==> src/hdl/sha1_pkg.sv <==
// SHA-1 engine package: round constants, initial chaining values,
// sequencer state encoding and sizing constants. No dependencies.
package sha1_pkg;

  localparam int unsigned WordW    = 32;
  localparam int unsigned NumChain = 5;
  localparam int unsigned NumSched = 16;
  localparam int unsigned NumRound = 80;
  localparam int unsigned LenW     = 64;

  localparam logic [WordW-1:0] K0 = 32'h5A827999;
  localparam logic [WordW-1:0] K1 = 32'h6ED9EBA1;
  localparam logic [WordW-1:0] K2 = 32'h8F1BBCDC;
  localparam logic [WordW-1:0] K3 = 32'hCA62C1D6;

  localparam logic [NumChain-1:0][WordW-1:0] InitChain = {
    32'hC3D2E1F0, 32'h10325476, 32'h98BADCFE, 32'hEFCDAB89, 32'h67452301
  };

  localparam logic [7:0] PadMarker = 8'h80;
  localparam logic [5:0] PosLenStart = 6'd55; // byte before the length field
  localparam logic [5:0] PosLast     = 6'd63;
  localparam logic [6:0] RoundLast   = 7'(NumRound - 1);
  localparam logic [2:0] OutLast     = 3'(NumChain - 1);

  typedef enum logic [6:0] {
    ST_IDLE  = 7'b0000001,
    ST_MARK  = 7'b0000010,
    ST_ZERO  = 7'b0000100,
    ST_LEN   = 7'b0001000,
    ST_ROUND = 7'b0010000,
    ST_CHAIN = 7'b0100000,
    ST_OUT   = 7'b1000000
  } state_e;

endpackage

==> src/hdl/sha1_hash_engine_unit.sv <==
// SHA-1 engine top level: byte gathering, padding sequencer, one shared
// round unit and digest output. Depends on sha1_pkg.
//
// Takes one byte word per cycle while a block is being gathered. Every 64th
// byte is followed by a stall with s_axis_tready_o low: 80 rounds through the
// single round adder, then an add into the chaining words. A word with tlast
// starts padding, fed one byte per cycle except during the rounds of each
// completed block; after padding the five digest words H0..H4 leave
// on the master side, H4 with tlast; the next message starts afterwards.
module sha1_hash_engine_unit (
  input  logic        clk_i,
  input  logic        rst_ni,
  input  logic        s_axis_tvalid_i,
  output logic        s_axis_tready_o,
  input  logic [7:0]  s_axis_tdata_i,  // [7:0] data_byte
  input  logic        s_axis_tuser_i,  // [0] byte_present
  input  logic        s_axis_tlast_i,  // last_item
  output logic        m_axis_tvalid_o,
  input  logic        m_axis_tready_i,
  output logic [31:0] m_axis_tdata_o,  // [31:0] digest_word
  output logic        m_axis_tlast_o   // digest_last
);
  import sha1_pkg::*;

  state_e state_q, state_d, ret_q, ret_d;
  logic [NumChain-1:0][WordW-1:0] chain_q, chain_d;
  logic [WordW-1:0] sched_q [NumSched];
  logic [WordW-1:0] wv_q [NumChain];
  logic [LenW-1:0]  bitlen_q, bitlen_d;
  logic [5:0]       pos_q, pos_d;
  logic [6:0]       rnd_q, rnd_d;
  logic [2:0]       out_idx_q, out_idx_d;

  logic             absorb_en;
  logic [7:0]       absorb_byte;
  logic             load_wv;
  logic             round_en;
  logic [WordW-1:0] w_t, f_t, k_t, t_t, w_mix;
  logic             in_acc;

  assign s_axis_tready_o = (state_q == ST_IDLE);
  assign m_axis_tvalid_o = (state_q == ST_OUT);
  assign in_acc = s_axis_tvalid_i && s_axis_tready_o;

  // round unit
  always_comb begin
    w_mix = sched_q[13] ^ sched_q[8] ^ sched_q[2] ^ sched_q[0];
    w_t   = (rnd_q < 7'd16) ? sched_q[0] : {w_mix[30:0], w_mix[31]};
    case (rnd_q) inside
      [7'd0:7'd19]: begin
        f_t = (wv_q[1] & wv_q[2]) | (~wv_q[1] & wv_q[3]);
        k_t = K0;
      end
      [7'd20:7'd39]: begin
        f_t = wv_q[1] ^ wv_q[2] ^ wv_q[3];
        k_t = K1;
      end
      [7'd40:7'd59]: begin
        f_t = (wv_q[1] & wv_q[2]) | (wv_q[1] & wv_q[3]) | (wv_q[2] & wv_q[3]);
        k_t = K2;
      end
      default: begin
        f_t = wv_q[1] ^ wv_q[2] ^ wv_q[3];
        k_t = K3;
      end
    endcase
    t_t = {wv_q[0][26:0], wv_q[0][31:27]} + f_t + wv_q[4] + k_t + w_t;
  end

  // sequencer
  always_comb begin
    state_d     = state_q;
    ret_d       = ret_q;
    chain_d     = chain_q;
    bitlen_d    = bitlen_q;
    pos_d       = pos_q;
    rnd_d       = rnd_q;
    out_idx_d   = out_idx_q;
    absorb_en   = 1'b0;
    absorb_byte = s_axis_tdata_i;
    round_en    = 1'b0;

    case (state_q)
      ST_IDLE: begin
        if (in_acc) begin
          if (s_axis_tuser_i) begin
            absorb_en = 1'b1;
            bitlen_d  = bitlen_q + LenW'(8);
          end
          if (s_axis_tuser_i && pos_q == PosLast) begin
            state_d = ST_ROUND;
            ret_d   = s_axis_tlast_i ? ST_MARK : ST_IDLE;
          end else if (s_axis_tlast_i) begin
            state_d = ST_MARK;
          end
        end
      end
      ST_MARK: begin
        absorb_en   = 1'b1;
        absorb_byte = PadMarker;
        if (pos_q == PosLast) begin
          state_d = ST_ROUND;
          ret_d   = ST_ZERO;
        end else if (pos_q == PosLenStart) begin
          state_d = ST_LEN;
        end else begin
          state_d = ST_ZERO;
        end
      end
      ST_ZERO: begin
        absorb_en   = 1'b1;
        absorb_byte = 8'h00;
        if (pos_q == PosLast) begin
          state_d = ST_ROUND;
          ret_d   = ST_ZERO;
        end else if (pos_q == PosLenStart) begin
          state_d = ST_LEN;
        end
      end
      ST_LEN: begin
        absorb_en   = 1'b1;
        absorb_byte = bitlen_q[{~pos_q[2:0], 3'b000} +: 8];
        if (pos_q == PosLast) begin
          state_d = ST_ROUND;
          ret_d   = ST_OUT;
        end
      end
      ST_ROUND: begin
        round_en = 1'b1;
        if (rnd_q == RoundLast) begin
          rnd_d   = '0;
          state_d = ST_CHAIN;
        end else begin
          rnd_d = rnd_q + 7'd1;
        end
      end
      ST_CHAIN: begin
        for (int i = 0; i < NumChain; i++) begin
          chain_d[i] = chain_q[i] + wv_q[i];
        end
        state_d = ret_q;
      end
      ST_OUT: begin
        if (m_axis_tready_i) begin
          if (out_idx_q == OutLast) begin
            out_idx_d = '0;
            chain_d   = InitChain;
            bitlen_d  = '0;
            state_d   = ST_IDLE;
          end else begin
            out_idx_d = out_idx_q + 3'd1;
          end
        end
      end
      default: state_d = ST_IDLE;
    endcase

    if (absorb_en) begin
      pos_d = pos_q + 6'd1;
    end
  end

  assign load_wv        = absorb_en && (pos_q == PosLast);
  assign m_axis_tdata_o = chain_q[out_idx_q];
  assign m_axis_tlast_o = (out_idx_q == OutLast);

  always_ff @(posedge clk_i or negedge rst_ni) begin
    if (!rst_ni) begin
      state_q   <= ST_IDLE;
      ret_q     <= ST_IDLE;
      chain_q   <= InitChain;
      bitlen_q  <= '0;
      pos_q     <= '0;
      rnd_q     <= '0;
      out_idx_q <= '0;
    end else begin
      state_q   <= state_d;
      ret_q     <= ret_d;
      chain_q   <= chain_d;
      bitlen_q  <= bitlen_d;
      pos_q     <= pos_d;
      rnd_q     <= rnd_d;
      out_idx_q <= out_idx_d;
    end
  end

  // block buffer doubles as the message schedule window
  always_ff @(posedge clk_i) begin
    if (absorb_en) begin
      for (int i = 0; i < NumSched - 1; i++) begin
        sched_q[i] <= {sched_q[i][23:0], sched_q[i+1][31:24]};
      end
      sched_q[NumSched-1] <= {sched_q[NumSched-1][23:0], absorb_byte};
    end else if (round_en) begin
      for (int i = 0; i < NumSched - 1; i++) begin
        sched_q[i] <= sched_q[i+1];
      end
      sched_q[NumSched-1] <= w_t;
    end
  end

  always_ff @(posedge clk_i) begin
    if (load_wv) begin
      for (int i = 0; i < NumChain; i++) begin
        wv_q[i] <= chain_q[i];
      end
    end else if (round_en) begin
      wv_q[4] <= wv_q[3];
      wv_q[3] <= wv_q[2];
      wv_q[2] <= {wv_q[1][1:0], wv_q[1][31:2]};
      wv_q[1] <= wv_q[0];
      wv_q[0] <= t_t;
    end
  end

  a_no_overlap: assert property (@(posedge clk_i) disable iff (!rst_ni)
    !(s_axis_tready_o && m_axis_tvalid_o))
    else $error("input taken while digest pending");

  a_round_done: assert property (@(posedge clk_i) disable iff (!rst_ni)
    (state_q == ST_ROUND && rnd_q == RoundLast) |=> (state_q == ST_CHAIN))
    else $error("round count overran");

  a_rnd_idle: assert property (@(posedge clk_i) disable iff (!rst_ni)
    (state_q != ST_ROUND) |-> (rnd_q == '0))
    else $error("round counter not cleared");

  a_out_aligned: assert property (@(posedge clk_i) disable iff (!rst_ni)
    (state_q == ST_OUT) |-> (pos_q == '0))
    else $error("digest out with partial block");

  a_out_idx: assert property (@(posedge clk_i) disable iff (!rst_ni)
    (out_idx_q != '0) |-> ((out_idx_q <= OutLast) && (state_q == ST_OUT)))
    else $error("digest index out of range");

endmodule
==> config.mk <==
export PLATFORM = sky130hd
export DESIGN_NAME = sha1_hash_engine_unit
export DESIGN_NICKNAME = d
export VERILOG_FILES = /design/src/hdl/sha1_pkg.sv /design/src/hdl/sha1_hash_engine_unit.sv
export SDC_FILE = /design/constraint.sdc
export NUM_CORES = 2
export LEC_CHECK = 0
export ABC_AREA = 1
export BUFFER_PORTS_ARGS = -buffer_cell sky130_fd_sc_hd__buf_2
export CORE_MARGIN = 5
export CORE_UTILIZATION = 59
export CTS_CLUSTER_SIZE = 14
export DETAILED_ROUTE_END_ITERATION = 10
export MAX_ROUTING_LAYER = met4
export PLACE_DENSITY = 0.78
export SLEW_MARGIN = 10
export SYNTH_ARGS = -nofsm -noshare
export SYNTH_HDL_FRONTEND = slang
export SYNTH_SLANG_ARGS = --single-unit
==> constraint.sdc <==
create_clock -name clk_i -period 14.65 [get_ports clk_i]
set_input_delay 2.1975 -clock clk_i [delete_from_list [all_inputs] [get_ports clk_i]]
set_output_delay 2.1975 -clock clk_i [all_outputs]
set_load 0.03 [all_outputs]
# [Word level (Yosys, flattened, before mapping)]
# Memories as Yosys holds them, arrays and structs flattened.
# Index checks and enable logic that the tools add are counted.
[totals] register_bits=254 ramBits=672 in_bits=14 out_inout_bits=35 elab_cells=179 mem_count=2
[memory_table] name="sched_q" words=16 word_bits=32 rd=16 rd_clocked_by_memory_dff=0 write_ports=16 line_no="sha1_hash_engine_unit.sv:27" text="logic [WordW-1:0] sched_q [NumSched];"
[memory_table] name="wv_q" words=5 word_bits=32 rd=5 rd_clocked_by_memory_dff=0 write_ports=5 line_no="sha1_hash_engine_unit.sv:28" text="logic [WordW-1:0] wv_q [NumChain];"
[op_classes] n_addsub=13 n_lt_le_gt_ge=8 n_eq_ne=21 shifts=1 muxes=72 n_bitwise=35 reduce_logical=16
[ops] cell="2-to-1 mux 32 bit" n=28
[ops] cell="2-to-1 mux 160 bit" n=2
[ops] cell="one-hot mux 160 bit (2 select lines)" n=1
[ops] cell="adder 32 bit" n=9
[ops] cell="2-to-1 mux 64 bit" n=4
[ops] cell="bitwise XOR 32 bit" n=5
[ops] cell="bitwise AND 32 bit" n=4
[ops] cell="one-hot mux 64 bit (2 select lines)" n=1
[ops] cell="2-to-1 mux 7 bit" n=14
[ops] cell="binary-select mux 32 bit (select 3 bit)" n=1
[ops] cell="OR 32 bit" n=3
[ops] cell="adder 64 x 4 -> 64 bit (second input constant)" n=1
[ops] cell="variable part select 64 x 7 -> 8 bit" n=1
[ops] cell="one-hot mux 7 bit (7 select lines)" n=1
[ops] cell="NOT 32 bit" n=1
[ops] cell="2-to-1 mux 31 bit" n=1
[ops] cell="one-hot mux 8 bit (3 select lines)" n=1
[ops] cell="OR 1 bit" n=21
[ops] cell="one-hot mux 7 bit (3 select lines)" n=1
[ops] cell="equality test 7 bit (second input constant)" n=2
[ops] cell="less-or-equal comparator 7 x 6 -> 1 bit (second input constant)" n=2
[ops] cell="equality test 6 bit (second input constant)" n=2
[ops] cell="2-to-1 mux 1 bit" n=12
[ops] cell="!= test 2 x 1 -> 1 bit (second input constant)" n=6
[ops] cell="other kinds (34)" n=42

# [Logic depth before layout (Yosys ltp)]
# An unclocked memory read counts as a cell.
[depth] depth_word=12 depth_mapped=31 ltp_nobuf=30

# [Worst setup path after synthesis]
# OpenSTA, ideal clock, no wires.
[synth_timing] path_kind="input to register" startpoint="input port s_axis_tvalid_i" endpoint="memory wv_q[0][0] (enable)" setup_time_ns=0.901 t_arrival_ns=14.058 t_required_ns=13.749 path_slack_ns=-0.309 stages=8 path_buffers=2 cell_sequence="nand2_1 inv_1 nand2_4 nand2_4 inv_4 buf_4 buf_6 o21ai_0"
[synth_rtl] item="from (decl)" line_no="sha1_hash_engine_unit.sv:13" text="input logic s_axis_tvalid_i,"
[synth_rtl] item="to (decl)" line_no="sha1_hash_engine_unit.sv:28"

==> impl_metrics.py <==
metrics = {
    "status": {
        "outcome": "finished clean",
    },
    "layout": {
        "nNetsFinal": 7271,
        "areaGrowthSynthToFinish_pct": 7.949,
        "final-seq-area_um2": 26490,
        "finalNonFillerCells": 8286,
        "layout-drive-gt1-share_pct": 5.765,
        "final_area_um2": 62600,
        "multiInputGateArea_um2": 26930,
        "num-fill-cells": 8258,
    },
    "clock_network": {
        "clockRootBuffer": "clkbuf_16",
        "htree_levels": 3,
        "cts_setup_buffers": 0,
        "clk_pin_slew_worst_paths_ns": 0.06,
        "cts_hold_buf": 0,
        "cts.path.max_buffers": 3,
        "cts.sinks": 920,
        "cts_buffers": 98,
        "cts_tree": "built",
        "postCtsResizedCells": 0,
        "clk_latency_ns": 0.72,
    },
    "sta": {
        "clock.fmax_mhz": 140.0,
        "finalCritPeriodShare_pct": 48.75,
        "setup_viol": 0,
        "relSlewSlack_pct": 10.05,
        "tightest_slew_ns": 1.340,
        "rsz0062_at_grt": "false",
        "tns_ns": 0,
        "period_needed_ns": 7.142,
        "fin_skew_ns": 0.03865,
        "finalHoldViolations": 0,
        "report.final.slew_viol_count": 0,
    },
    "global_route": {
        "grt_util_all_layers_pct": 38.80,
        "first_global_vias": 47428,
        "grt_start_max_net_pins": 215,
        "overflow": 0,
        "antenna_found_initial": 9,
        "grt_pass1_wl_mm": 297.2,
    },
    "power_and_ir_drop": {
        "ir_worst_vdd_mv": 0.3647,
        "finalPower_w": 0.01185,
        "power_density_nw_per_um2": 189.4,
        "power.leakage_nw": 27.54,
    },
    "placed_design": {
        "postPlaceCellArea_um2": 59280,
        "port_buffers": 48,
        "dp_cells": 8093,
        "dpl.hpwl_mm": 149.1,
        "gp_congestion": 1.089,
    },
    "route": {
        "drc": 0,
        "via_per_inst": 6.080,
        "drt_iter0_markers": 6374,
        "first_pass_iters": 10,
        "wl_per_cell_um": 24.05,
        "ant_nets": 0,
        "drt-total-wl_mm": 199.2,
        "dr_total_vias": 50380,
    },
    "yosys": {
        "synth-xor-area-share_pct": 3.036,
        "synth_top_family_by_area": "simple AND/OR/NAND/NOR gates",
        "synth_area_um2": 57990,
        "synth_fa_ha_area_share_pct": 9.192,
        "synthSimpleGateAreaFrac_pct": 19.40,
        "synthArstFlopShare_pct": 26.96,
        "ys_ff_latch": 920,
        "synth.most_common_cell": "nand2_1",
        "synth-edff-count": 672,
        "avgSynthCellArea_um2": 8.330,
        "ys_seq_area_share_pct": 45.68,
        "synth_flop_cell": "edfxtp_1",
        "synth_area_leaders": "edfxtp_1, nand2_1, o21ai_0",
        "synth_top_area_share_pct": 34.80,
        "synth_nets": 7326,
        "synth-compound-area-share_pct": 14.69,
        "yosys-top-cells-count": "nand2_1, inv_1, o21ai_0",
        "netlist_instances": 6961,
        "synth_top_cell_by_area": "edfxtp_1",
        "synth_cell_types": 62,
        "synthMuxAreaShare_pct": 0,
        "yosysWarnings": 0,
    },
    "setup_path": {
        "slowest_delay_ns": 0.60,
        "cp.arrival_ns": 7.58,
        "slowest_stage": "inv_1",
        "crit_fanout": 35,
        "path_buf_inv": 6,
        "worst_ep_required_time_ns": 15.08,
        "cpLargestDelayFamily": "adder cells",
        "crit_top_cell": "nand2_1",
        "cp-start-kind": "flop",
        "worst-setup-path-type": "reg -> reg",
        "cp-end-kind": "flop",
    },
    "floorplan": {
        "die_h_um": 323.5,
        "start_util_pct": 59.18,
        "ios": 49,
        "dieArea_um2": 104700,
        "die_w_um": 323.5,
        "core_area_um2": 97990,
        "rows": 115,
    },
    "run": {
        "maxCapViolations": 0,
    },
    "min_path": {
        "worstHoldPathType": "reg -> reg",
    },
}
==> tightest hold or removal path, cell delays in order, from the launching register on <==
cell and delay, ns:
dfstp_2 0.37, nand2_1 0.05, a22oi_1 0.06
==> state kept, by name, summed over array words and instances, names as in the netlist <==
signal / count
bitlen_q: 61
chain_q: 160
out_idx_q: 3
pos_q: 6
ret_q: 4
rnd_q: 7
sched_q: 512
state_q: 7
wv_q: 160
==> power breakdown <==
| group | switching [W] | internal (W) |
|---|---|---|
| clock network | 0.00115 | 0.00142 |
| registers | 0.000563 | 0.00409 |
| logic | 0.00321 | 0.00142 |
==> metal layers <==
metal | vias up | global-route usage [%] | wire (µm)
li1 | 23131 | - | -
met5 | - | - | 0
met3 | 506 | 7.999 | 19910
met1 | 24057 | 52.03 | 79980
met4 | 0 | 18.40 | 11880
met2 | 2686 | 57.07 | 87470
==> cell type report <==
class,instances,share of cell area (%)
Antenna cell,8,0.03198
Clock buffer,120,4.148
Clock inverter,65,1.115
Inverter,944,5.683
Multi-Input combinational cell,4837,43.03
Sequential cell,920,42.32
Tap cell,1287,2.573
Timing Repair Buffer,105,1.103
==> stage by stage <==
| step | setup WS [ns] | utilization, % | hold WS (ns) |
|---|---|---|---|
| finish | 7.508 | 63.88 | 0.4937 |
| detailed placement | 7.581 | 60.50 | 0.4777 |
| global route | 6.984 | 63.88 | 0.5190 |
| global placement | 7.715 | 60.50 | 0.4729 |
| floorplan | 4.018 | - | 0.4422 |
| CTS | 7.555 | 63.86 | 0.4919 |
==> layout by cell type (no fill, tap or decap), types with 25 or more instances in the layout <==
master / instances
a21o_1: 26
a21oi_1: 359
buf_2: 47
buf_4: 56
clkbuf_16: 99
dfrtp_1: 165
dfstp_2: 82
edfxtp_1: 672
fa_1: 125
ha_1: 226
inv_1: 934
nand2_1: 1855
nand3_1: 245
nand4_1: 85
nor2_1: 391
nor3_1: 70
o21ai_0: 835
o21bai_1: 25
o221ai_1: 45
o22ai_1: 68
o31ai_1: 43
xnor2_1: 123
xor2_1: 78
==> cell families (layout without fill, tap and decap cells) <==
family                     count (synthesis)  count (layout)
adders and majority gates                351             351
other                                      0               8
and+or+nand+nor                         2744            2744
DFF                                      920             920
buffers and inverters                   1204            1234
AOI/OAI and AO/OA                       1541            1541
xor gates and xnor gates                 201             201
==> worst paths after layout <==
| check | startpoint | slack, ns | end | cells past startpoint |
|---|---|---|---|---|
| worst min register to register | ret_q[0]$_DFFE_PN1P_ | 0.49 | state_q[0]$_DFFE_PN1P_ | 2 |
| worst max-delay path | rnd_q[0]$_DFFE_PN0P_ | 7.51 | wv_q[0][23]$_DFFE_PP_ | 29 |
| worst min-delay path | ret_q[0]$_DFFE_PN1P_ | 0.49 | state_q[0]$_DFFE_PN1P_ | 2 |
| worst max register to register | rnd_q[0]$_DFFE_PN0P_ | 7.51 | wv_q[0][23]$_DFFE_PP_ | 29 |
| min in group asynchronous | rst_ni | 1.49 | bitlen_q[51]$_DFFE_PN0P_ | 1 |
| max in group asynchronous | rst_ni | 11.03 | rnd_q[6]$_DFFE_PN0P_ | 3 |
Power figures use the tool's default switching activity.
